--- config.mk ---
export PLATFORM = sky130hd
export DESIGN_NAME = ordered_set_insert_search_popmin
export DESIGN_NICKNAME = d
export VERILOG_FILES = /design/src/hdl/ospq_pkg.sv /design/src/hdl/ospq_cell.sv /design/src/hdl/ordered_set_insert_search_popmin.sv
export SDC_FILE = /design/constraint.sdc
export NUM_CORES = 2
export LEC_CHECK = 0
export BUFFER_PORTS_ARGS = -buffer_cell sky130_fd_sc_hd__clkbuf_2
export CORE_MARGIN = 4
export CORE_UTILIZATION = 30
export DETAILED_ROUTE_END_ITERATION = 12
export PLACE_DENSITY = 0.52
export SLEW_MARGIN = 20
export SYNTH_ARGS = -nofsm -noshare
export SYNTH_HDL_FRONTEND = slang
export SYNTH_SLANG_ARGS = --single-unit
--- constraint.sdc ---
create_clock -name i_clk -period 5.18 [get_ports i_clk]
set_clock_uncertainty 0.15 [all_clocks]
set_input_delay 1.036 -clock i_clk [delete_from_list [all_inputs] [get_ports i_clk]]
set_output_delay 1.036 -clock i_clk [all_outputs]
set_load 0.05 [all_outputs]
--- src/hdl/ospq_pkg.sv ---
`default_nettype none

package ospq_pkg;

    localparam int VALUE_W = 32;
    localparam int HELD_W  = 5;

    // Operation codes carried on the op field.
    localparam logic [1:0] OP_INSERT = 2'd0;
    localparam logic [1:0] OP_SEARCH = 2'd1;
    localparam logic [1:0] OP_POPMIN = 2'd2;

    // Result status codes.
    localparam logic [1:0] ST_DONE  = 2'd0;
    localparam logic [1:0] ST_MISS  = 2'd1;
    localparam logic [1:0] ST_EMPTY = 2'd2;
    localparam logic [1:0] ST_FULL  = 2'd3;

    localparam logic signed [VALUE_W-1:0] EMPTY_VALUE = -32'sd1;

    // Command broadcast to every cell of the chain.
    typedef struct packed {
        logic ins;
        logic pop;
    } t_cell_cmd;

endpackage

`default_nettype wire

--- src/hdl/ospq_cell.sv ---
`default_nettype none

module ospq_cell (
    input  wire logic                                 i_clk,
    input  wire logic                                 i_rst_n,
    input  wire logic                                 i_cmp_en,
    input  wire logic signed [ospq_pkg::VALUE_W-1:0]  i_cmp_value,
    input  wire ospq_pkg::t_cell_cmd                  i_cmd,
    input  wire logic signed [ospq_pkg::VALUE_W-1:0]  i_ins_value,
    input  wire logic signed [ospq_pkg::VALUE_W-1:0]  i_left_value,
    input  wire logic                                 i_left_valid,
    input  wire logic                                 i_left_lt,
    input  wire logic signed [ospq_pkg::VALUE_W-1:0]  i_right_value,
    input  wire logic                                 i_right_valid,
    output logic signed [ospq_pkg::VALUE_W-1:0]       o_value,
    output logic                                      o_valid,
    output logic                                      o_lt,
    output logic                                      o_eq
);
    import ospq_pkg::*;

    logic signed [VALUE_W-1:0] r_value;
    logic                      r_valid;
    logic                      r_lt;
    logic                      r_eq;

    // The compare flags are captured when a beat is taken and stay put until
    // the operation executes, since the stored entries do not move before then.
    always_ff @(posedge i_clk) begin
        if (i_cmp_en) begin
            r_lt <= r_valid && (r_value < i_cmp_value);
            r_eq <= r_valid && (r_value == i_cmp_value);
        end
    end

    always_ff @(posedge i_clk) begin
        if (!i_rst_n) begin
            r_valid <= 1'b0;
        end else if (i_cmd.pop) begin
            r_valid <= i_right_valid;
        end else if (i_cmd.ins && !r_lt) begin
            r_valid <= i_left_lt ? 1'b1 : i_left_valid;
        end
    end

    always_ff @(posedge i_clk) begin
        if (i_cmd.pop) begin
            r_value <= i_right_value;
        end else if (i_cmd.ins && !r_lt) begin
            r_value <= i_left_lt ? i_ins_value : i_left_value;
        end
    end

    assign o_value = r_value;
    assign o_valid = r_valid;
    assign o_lt    = r_lt;
    assign o_eq    = r_eq;

endmodule

`default_nettype wire

--- src/hdl/ordered_set_insert_search_popmin.sv ---
// Ordered set of distinct signed 32-bit values with insert, search and pop-min.
//
// Input channel (i_in_valid / o_in_stall) carries one beat per operation:
// i_op selects insert, search or pop-min and i_value is the operand. Output
// channel (o_out_valid / i_out_stall) returns exactly one beat per operation
// with a status code, the result value and the number of values held after it.
//
// The values live in a chain of CAPACITY cells kept in ascending order. When a
// beat is taken every cell compares its entry with the operand and registers
// the outcome. In the next cycle the operation executes: an insert shifts the
// cells at and above the insertion point up by one, a pop shifts every cell
// down by one, and the result is loaded into the output register, from which
// it is offered on the output channel. No new beat is accepted until the
// pending operation has executed, since each operation makes a compare pass
// and then a shift pass over the cell chain.
//
// A new beat is accepted while an earlier result still waits in the output
// register. If the receiver keeps stalling, the pending operation waits in the
// execute cycle and o_in_stall stays high. Reset (synchronous, active low)
// empties the set and drops any pending result; no clearing pass is needed.
`default_nettype none

module ordered_set_insert_search_popmin #(
    parameter int CAPACITY = 16
) (
    input  wire logic                                 i_clk,
    input  wire logic                                 i_rst_n,
    input  wire logic                                 i_in_valid,
    output logic                                      o_in_stall,
    input  wire logic [1:0]                           i_op,
    input  wire logic signed [ospq_pkg::VALUE_W-1:0]  i_value,
    output logic                                      o_out_valid,
    input  wire logic                                 i_out_stall,
    output logic [1:0]                                o_status,
    output logic signed [ospq_pkg::VALUE_W-1:0]       o_result_value,
    output logic [ospq_pkg::HELD_W-1:0]               o_held_count
);
    import ospq_pkg::*;

    // The count must be able to hold CAPACITY itself.
    localparam int CW = $clog2(CAPACITY + 1);
    localparam logic [CW-1:0] CAP_C = CW'(CAPACITY);

    typedef enum logic {
        S_IDLE,
        S_EXEC
    } t_state;

    t_state                    r_state;
    logic [1:0]                r_op;
    logic signed [VALUE_W-1:0] r_val;
    logic [CW-1:0]             r_count;
    logic                      r_out_valid;
    logic [1:0]                r_out_status;
    logic signed [VALUE_W-1:0] r_out_value;
    logic [HELD_W-1:0]         r_out_count;

    logic [1:0]                n_status;
    logic signed [VALUE_W-1:0] n_value;
    logic [CW-1:0]             n_count;
    logic [CW+HELD_W-1:0]      w_count_ext;

    logic                      w_in_accept;
    logic                      w_out_free;
    logic                      w_fire;
    logic                      w_found;
    t_cell_cmd                 w_cmd;
    t_cell_cmd                 w_cell_cmd;

    logic signed [VALUE_W-1:0] w_cell_value [CAPACITY];
    logic [CAPACITY-1:0]       w_cell_valid;
    logic [CAPACITY-1:0]       w_cell_lt;
    logic [CAPACITY-1:0]       w_cell_eq;

    assign o_in_stall  = (r_state == S_EXEC);
    assign w_in_accept = i_in_valid && !o_in_stall;
    // The output register can take a new result if empty or being drained.
    assign w_out_free  = !r_out_valid || !i_out_stall;
    assign w_fire      = (r_state == S_EXEC) && w_out_free;

    // At most one valid cell can equal the operand, since the set is distinct.
    assign w_found = |w_cell_eq;

    // Operation decode in the execute cycle.
    always_comb begin
        w_cmd    = '0;
        n_status = ST_MISS;
        n_value  = r_val;
        n_count  = r_count;
        unique case (r_op)
            OP_INSERT: begin
                if (w_found) begin
                    n_status = ST_MISS;
                end else if (r_count >= CAP_C) begin
                    n_status = ST_FULL;
                end else begin
                    w_cmd.ins = 1'b1;
                    n_status  = ST_DONE;
                    n_count   = r_count + CW'(1);
                end
            end
            OP_SEARCH: begin
                n_status = w_found ? ST_DONE : ST_MISS;
            end
            OP_POPMIN: begin
                if (r_count == '0) begin
                    n_status = ST_EMPTY;
                    n_value  = EMPTY_VALUE;
                end else begin
                    w_cmd.pop = 1'b1;
                    n_status  = ST_DONE;
                    n_value   = w_cell_value[0];
                    n_count   = r_count - CW'(1);
                end
            end
            default: begin
                n_status = ST_MISS;
            end
        endcase
    end

    // Only let the cells move when the operation actually retires.
    always_comb begin
        w_cell_cmd     = w_cmd;
        w_cell_cmd.ins = w_cmd.ins && w_fire;
        w_cell_cmd.pop = w_cmd.pop && w_fire;
    end

    // The reported count is the held count taken modulo 32.
    assign w_count_ext = {{HELD_W{1'b0}}, n_count};

    always_ff @(posedge i_clk) begin
        if (!i_rst_n) begin
            r_state     <= S_IDLE;
            r_count     <= '0;
            r_out_valid <= 1'b0;
        end else begin
            if (r_out_valid && !i_out_stall) begin
                r_out_valid <= 1'b0;
            end
            unique case (r_state)
                S_IDLE: begin
                    if (w_in_accept) begin
                        r_state <= S_EXEC;
                    end
                end
                S_EXEC: begin
                    if (w_out_free) begin
                        r_state      <= S_IDLE;
                        r_count      <= n_count;
                        r_out_valid  <= 1'b1;
                        r_out_status <= n_status;
                        r_out_value  <= n_value;
                        r_out_count  <= w_count_ext[HELD_W-1:0];
                    end
                end
                default: begin
                    r_state <= S_IDLE;
                end
            endcase
        end
    end

    always_ff @(posedge i_clk) begin
        if (w_in_accept) begin
            r_op  <= i_op;
            r_val <= i_value;
        end
    end

    // The cell chain. The cell below the first acts as a boundary that is
    // "less than" everything, and the cell past the last is always empty.
    for (genvar gi = 0; gi < CAPACITY; gi++) begin : g_cell
        logic signed [VALUE_W-1:0] w_left_value;
        logic                      w_left_valid;
        logic                      w_left_lt;
        logic signed [VALUE_W-1:0] w_right_value;
        logic                      w_right_valid;

        if (gi == 0) begin : g_first
            assign w_left_value = r_val;
            assign w_left_valid = 1'b0;
            assign w_left_lt    = 1'b1;
        end else begin : g_mid
            assign w_left_value = w_cell_value[gi-1];
            assign w_left_valid = w_cell_valid[gi-1];
            assign w_left_lt    = w_cell_lt[gi-1];
        end

        if (gi == CAPACITY - 1) begin : g_last
            assign w_right_value = r_val;
            assign w_right_valid = 1'b0;
        end else begin : g_inner
            assign w_right_value = w_cell_value[gi+1];
            assign w_right_valid = w_cell_valid[gi+1];
        end

        ospq_cell u_cell (
            .i_clk         (i_clk),
            .i_rst_n       (i_rst_n),
            .i_cmp_en      (w_in_accept),
            .i_cmp_value   (i_value),
            .i_cmd         (w_cell_cmd),
            .i_ins_value   (r_val),
            .i_left_value  (w_left_value),
            .i_left_valid  (w_left_valid),
            .i_left_lt     (w_left_lt),
            .i_right_value (w_right_value),
            .i_right_valid (w_right_valid),
            .o_value       (w_cell_value[gi]),
            .o_valid       (w_cell_valid[gi]),
            .o_lt          (w_cell_lt[gi]),
            .o_eq          (w_cell_eq[gi])
        );
    end

    assign o_out_valid    = r_out_valid;
    assign o_status       = r_out_status;
    assign o_result_value = r_out_value;
    assign o_held_count   = r_out_count;

    // The count never exceeds the capacity.
    a_count_bound: assert property (@(posedge i_clk) disable iff (!i_rst_n)
        r_count <= CAP_C)
        else $error("held count above capacity");

    // The valid cells always number exactly the held count.
    a_valid_matches_count: assert property (@(posedge i_clk) disable iff (!i_rst_n)
        $countones(w_cell_valid) == 32'(r_count))
        else $error("cell valid bits disagree with held count");

    // A successful insert grows the set by one.
    a_insert_grows: assert property (@(posedge i_clk) disable iff (!i_rst_n)
        (w_fire && r_op == OP_INSERT && n_status == ST_DONE)
        |=> (r_count == $past(r_count) + CW'(1)))
        else $error("insert did not grow the set");

    // A successful pop shrinks the set by one.
    a_pop_shrinks: assert property (@(posedge i_clk) disable iff (!i_rst_n)
        (w_fire && r_op == OP_POPMIN && n_status == ST_DONE)
        |=> (r_count == $past(r_count) - CW'(1)))
        else $error("pop did not shrink the set");

endmodule

`default_nettype wire

==> report_table.html <==
<table>
<tr><th>Metric</th><th>Value</th></tr>
<tr><th colspan="2">Outcome</th></tr>
<tr><td>Result of the run</td><td>finished, final reports clean</td></tr>
<tr><th colspan="2">Cells and area</th></tr>
<tr><td>Most frequent cells in the layout</td><td>nand2_1 (705), edfxtp_1 (617), o21ai_0 (526)</td></tr>
<tr><td>Final antenna diode count</td><td>0</td></tr>
<tr><td>Most common library cell in the layout ignoring fill and taps</td><td>nand2_1</td></tr>
<tr><td>Filler Cell Count</td><td>13995</td></tr>
<tr><td>Finished Core Util</td><td>33.8%</td></tr>
<tr><td>Number of nets in the finished design</td><td>4474</td></tr>
<tr><td>Layout cells sized above 1</td><td>8.07%</td></tr>
<tr><td>Final cell count without fillers</td><td>5774</td></tr>
<tr><td>Layout overhead on the synthesized area</td><td>11.6%</td></tr>
<tr><th colspan="2">Worst setup path</th></tr>
<tr><td>Classification of the worst setup path</td><td>input pin to register</td></tr>
<tr><td>CP max stage cell</td><td>nor4_1</td></tr>
<tr><td>Type of origin of the critical path</td><td>input pin</td></tr>
<tr><td>WP data arrival</td><td>4.24 ns</td></tr>
<tr><td>CP delay by family, top</td><td>simple AND/OR/NAND/NOR gates</td></tr>
<tr><td>Crit path buffers/inverters</td><td>2</td></tr>
<tr><td>Critical path, cell by cell</td><td>clkbuf_2, inv_1, ha_1, and4_1, nand2_1, nor4_1, o41a_1, o21ai_0, and3_1</td></tr>
<tr><td>Crit. End Element</td><td>register</td></tr>
<tr><td>Required time at the worst-slack endpoint</td><td>5.43 ns</td></tr>
<tr><td>Maximum single-stage delay on the critical path</td><td>0.96 ns</td></tr>
<tr><td>Critical Path Fanout Max</td><td>16</td></tr>
<tr><th colspan="2">Place</th></tr>
<tr><td>Half-perimeter wire length after placement</td><td>93200 um</td></tr>
<tr><td>Inst Count DP</td><td>5639</td></tr>
<tr><td>Number of buffers added on ports</td><td>78</td></tr>
<tr><td>Global placer's final weighted congestion</td><td>0.843</td></tr>
<tr><td>Setup slack after placement</td><td>0.629 ns</td></tr>
<tr><th colspan="2">STA</th></tr>
<tr><td>Worst slew margin</td><td>13.4%</td></tr>
<tr><td>Slew Limit Fails</td><td>0</td></tr>
<tr><td>Total negative slack</td><td>0 ns</td></tr>
<tr><td>Transition at the pin with the smallest max-transition slack</td><td>1.29 ns</td></tr>
<tr><td>FMAX</td><td>251 MHz</td></tr>
<tr><td>Period minus WS final</td><td>3.98 ns</td></tr>
<tr><td>Hold_ws</td><td>0.381 ns</td></tr>
<tr><td>Final hold violation count</td><td>0</td></tr>
<tr><td># setup viols final</td><td>0</td></tr>
<tr><td>Minimum setup slack in the final design</td><td>1.20 ns</td></tr>
<tr><td>Setup repair after global routing missed its margin</td><td>no</td></tr>
<tr><td>Post-route fraction of the period consumed by the critical path</td><td>76.9%</td></tr>
<tr><th colspan="2">CTS</th></tr>
<tr><td>Clock slew at the register clock pins of the worst setup and hold paths</td><td>0.06 ns</td></tr>
<tr><td>Post CTS Setup Buffer Count</td><td>0</td></tr>
<tr><td>Number of hold-repair buffers added at the cts stage</td><td>0</td></tr>
<tr><td>Number of CTS-inserted buffers</td><td>73</td></tr>
<tr><td>Clock tree from TritonCTS</td><td>yes</td></tr>
<tr><td>Maximum count of clock buffers along a single path</td><td>3</td></tr>
<tr><td>Post-cts resize count</td><td>0</td></tr>
<tr><td>Total number of H-tree levels</td><td>3</td></tr>
<tr><td>Cell at the root of the clock tree</td><td>clkbuf_16</td></tr>
<tr><td>Clk Latency, worst-skew pair</td><td>0.67 ns</td></tr>
<tr><td>Clock sinks</td><td>640</td></tr>
<tr><th colspan="2">Synth</th></tr>
<tr><td>Syn Std Cell Area</td><td>0.0417 mm2</td></tr>
<tr><td>Post-synthesis average cell area</td><td>10.6 um2</td></tr>
<tr><td>Synthesized Nets</td><td>4498</td></tr>
<tr><td>Number of instances in the synthesized netlist</td><td>3945</td></tr>
<tr><td>Synthesis-stage register bit count</td><td>640</td></tr>
<tr><td>Post-synth EDFFs</td><td>617</td></tr>
<tr><td>Biggest area contributors in the synthesized netlist</td><td>edfxtp_1 (44%), ha_1 (15%), mux2i_1 (11%), o21ai_0 (6.5%), nand2_1 (6.4%)</td></tr>
<tr><td>Cell taking the most area after synthesis</td><td>edfxtp_1</td></tr>
<tr><td>Sequential element share of the synthesized area</td><td>45.5%</td></tr>
<tr><td>Share of the synthesized area in the top cell type</td><td>44.4%</td></tr>
<tr><td>Synth warnings</td><td>0</td></tr>
<tr><td>Post-synthesis async set-or-reset flop share</td><td>0%</td></tr>
<tr><td>Dominant synthesized flop cell</td><td>edfxtp_1</td></tr>
<tr><td>Count of different cell masters after synthesis</td><td>60</td></tr>
<tr><th colspan="2">Routing</th></tr>
<tr><td>Final routed wirelength across all metal layers</td><td>127000 um</td></tr>
<tr><td>1st-pass router iterations</td><td>6</td></tr>
<tr><td>Count of nets left with antenna violations after detail routing</td><td>0</td></tr>
<tr><td>Total number of vias</td><td>31184</td></tr>
<tr><td>DRC violations left</td><td>0</td></tr>
<tr><td>Detailed Route Iter0 Violations</td><td>2518</td></tr>
<tr><td>Routed wire length per instance</td><td>22.0 um</td></tr>
<tr><td>Routed vias/inst</td><td>5.40</td></tr>
<tr><th colspan="2">Floorplan</th></tr>
<tr><td>Die X</td><td>381 um</td></tr>
<tr><td>Io pins</td><td>79</td></tr>
<tr><td>Total Die Area</td><td>0.145 mm2</td></tr>
<tr><td>Vertical extent of the die</td><td>381 um</td></tr>
<tr><td>Core ar.</td><td>0.138 mm2</td></tr>
<tr><td>Starting density of the core</td><td>30.3%</td></tr>
<tr><td>Floorplan row count</td><td>136</td></tr>
<tr><th colspan="2">Hold path</th></tr>
<tr><td>Worst min path class</td><td>register to register</td></tr>
<tr><th colspan="2">GRT</th></tr>
<tr><td>Remaining global-route overflow</td><td>0</td></tr>
<tr><td>Initial antenna violation count</td><td>3</td></tr>
<tr><td>Vias in the first global route</td><td>30442</td></tr>
<tr><td>Global router's overall resource usage</td><td>16.9%</td></tr>
<tr><td>Largest net degree at the start of global routing</td><td>233</td></tr>
<tr><td>Wire length of the first global-routing pass</td><td>192000 um</td></tr>
<tr><th colspan="2">Pwr</th></tr>
<tr><td>Peak VDD IR</td><td>0.193 mV</td></tr>
<tr><td>Reported leakage power</td><td>17.5 nW</td></tr>
<tr><td>Total power density per cell area</td><td>262 mW/mm2</td></tr>
<tr><th colspan="2">Flow run</th></tr>
<tr><td>Max-cap check violation count</td><td>0</td></tr>
</table>
[state kept, by name (all words and copies together), names as in the netlist]
name and flops:
r_op 2, g_cell.u_cell.o_value 512, o_held_count 5, o_status 2, o_in_stall 1, g_cell.u_cell.o_valid 16
g_cell.w_left_value 32, r_count 5, g_cell.u_cell.o_eq 16, o_out_valid 1, o_result_value 32, g_cell.u_cell.o_lt 16
[metrics by stage]
| step | total power (W) | area [um2] |
|---|---|---|
| global placement | 0.00698 | 44100 |
| global route | 0.0126 | 46500 |
| detailed placement | 0.00701 | 44200 |
| floorplan | 0.00664 | 41700 |
| finish | 0.0122 | 46500 |
| CTS | 0.0123 | 46500 |
[cell usage after synthesis (3+ instances only)]
| library cell | number |
|---|---|
| o21ai_1 | 13 |
| nor2b_1 | 22 |
| or3_1 | 28 |
| nor2_1 | 38 |
| nand2b_1 | 7 |
| a211oi_1 | 5 |
| a21o_1 | 52 |
| buf_2 | 51 |
| a21boi_0 | 13 |
| buf_1 | 30 |
| inv_1 | 67 |
| edfxtp_1 | 617 |
| o21bai_1 | 18 |
| and3_1 | 15 |
| clkbuf_1 | 166 |
| a21oi_1 | 184 |
| nand2_1 | 706 |
| a221oi_1 | 26 |
| ha_1 | 515 |
| mux2_2 | 33 |
| and2_1 | 3 |
| nand3b_1 | 3 |
| o2111ai_1 | 14 |
| o22a_1 | 31 |
| o21ai_0 | 542 |
| nand3_1 | 58 |
| mux2i_1 | 454 |
| dfxtp_1 | 23 |
| nor4_1 | 33 |
| o31ai_1 | 3 |
| o41a_1 | 11 |
| xnor2_1 | 3 |
| nand4_1 | 63 |
| o211ai_1 | 6 |
| nor3_1 | 20 |
| and4_1 | 26 |
| buf_4 | 3 |
| a221o_1 | 14 |
[routing by layer]
layer,vias to the layer above,wire length [um],share of wire (%),track usage [%]
met2,763,55400,44,25.8
met4,2,1840,1.5,3.09
met5,-,8,0.0063,0
li1,14792,-,-,-
met3,120,7500,5.9,2.81
met1,15507,62000,49,25.3
[where the power goes]
group | internal (W) | switching, W | leakage [nW]
Combinational | 0.000418 | 0.000641 | 10.5
Clock | 0.00301 | 0.00230 | 1.15
Sequential | 0.00572 | 0.000127 | 5.79
[logic make-up (layout without fill, tap and decap cells)]
family,count (synthesis),in the layout,share of synthesized area [%]
adders and majority gates,515,515,15.4
AOI/OAI and AO/OA,952,952,13.2
muxes,487,487,11.8
buffers and inverters,318,353,3.06
xor gates and xnor gates,3,3,0.0630
and+or+nand+nor,1030,1030,10.9
DFF,640,640,45.5
[final timing paths]
kind	from	end	slack [ns]	cells past startpoint
max	i_value[27]	g_cell[0].u_cell.o_lt	1.20	9
min	g_cell[2].u_cell.o_valid	g_cell[2].u_cell.o_valid	0.38	2
max reg2reg	g_cell[9].u_cell.o_eq	g_cell[15].u_cell.o_value[25]	1.28	6
min reg2reg	g_cell[2].u_cell.o_valid	g_cell[2].u_cell.o_valid	0.38	2
[worst register-to-register path, stage by stage (launching register included)]
cell and delay (ns):
edfxtp_1 0.36, nor4_1 0.60, and4_1 0.55, nand4_1 0.48, buf_4 0.41, o21ai_4 0.59, buf_4 0.41
[final cells by class]
cell class,instances,area (um2),share of cell area (%)
multi-input combinational,2987,21700,46.6
clock buffer,100,2070,4.46
tap,1794,2240,4.82
timing repair buffer,152,1030,2.21
clock inverter,34,279,0.600
sequential,640,19000,40.8
inverter,67,251,0.540
Power figures use the tool's default switching activity.
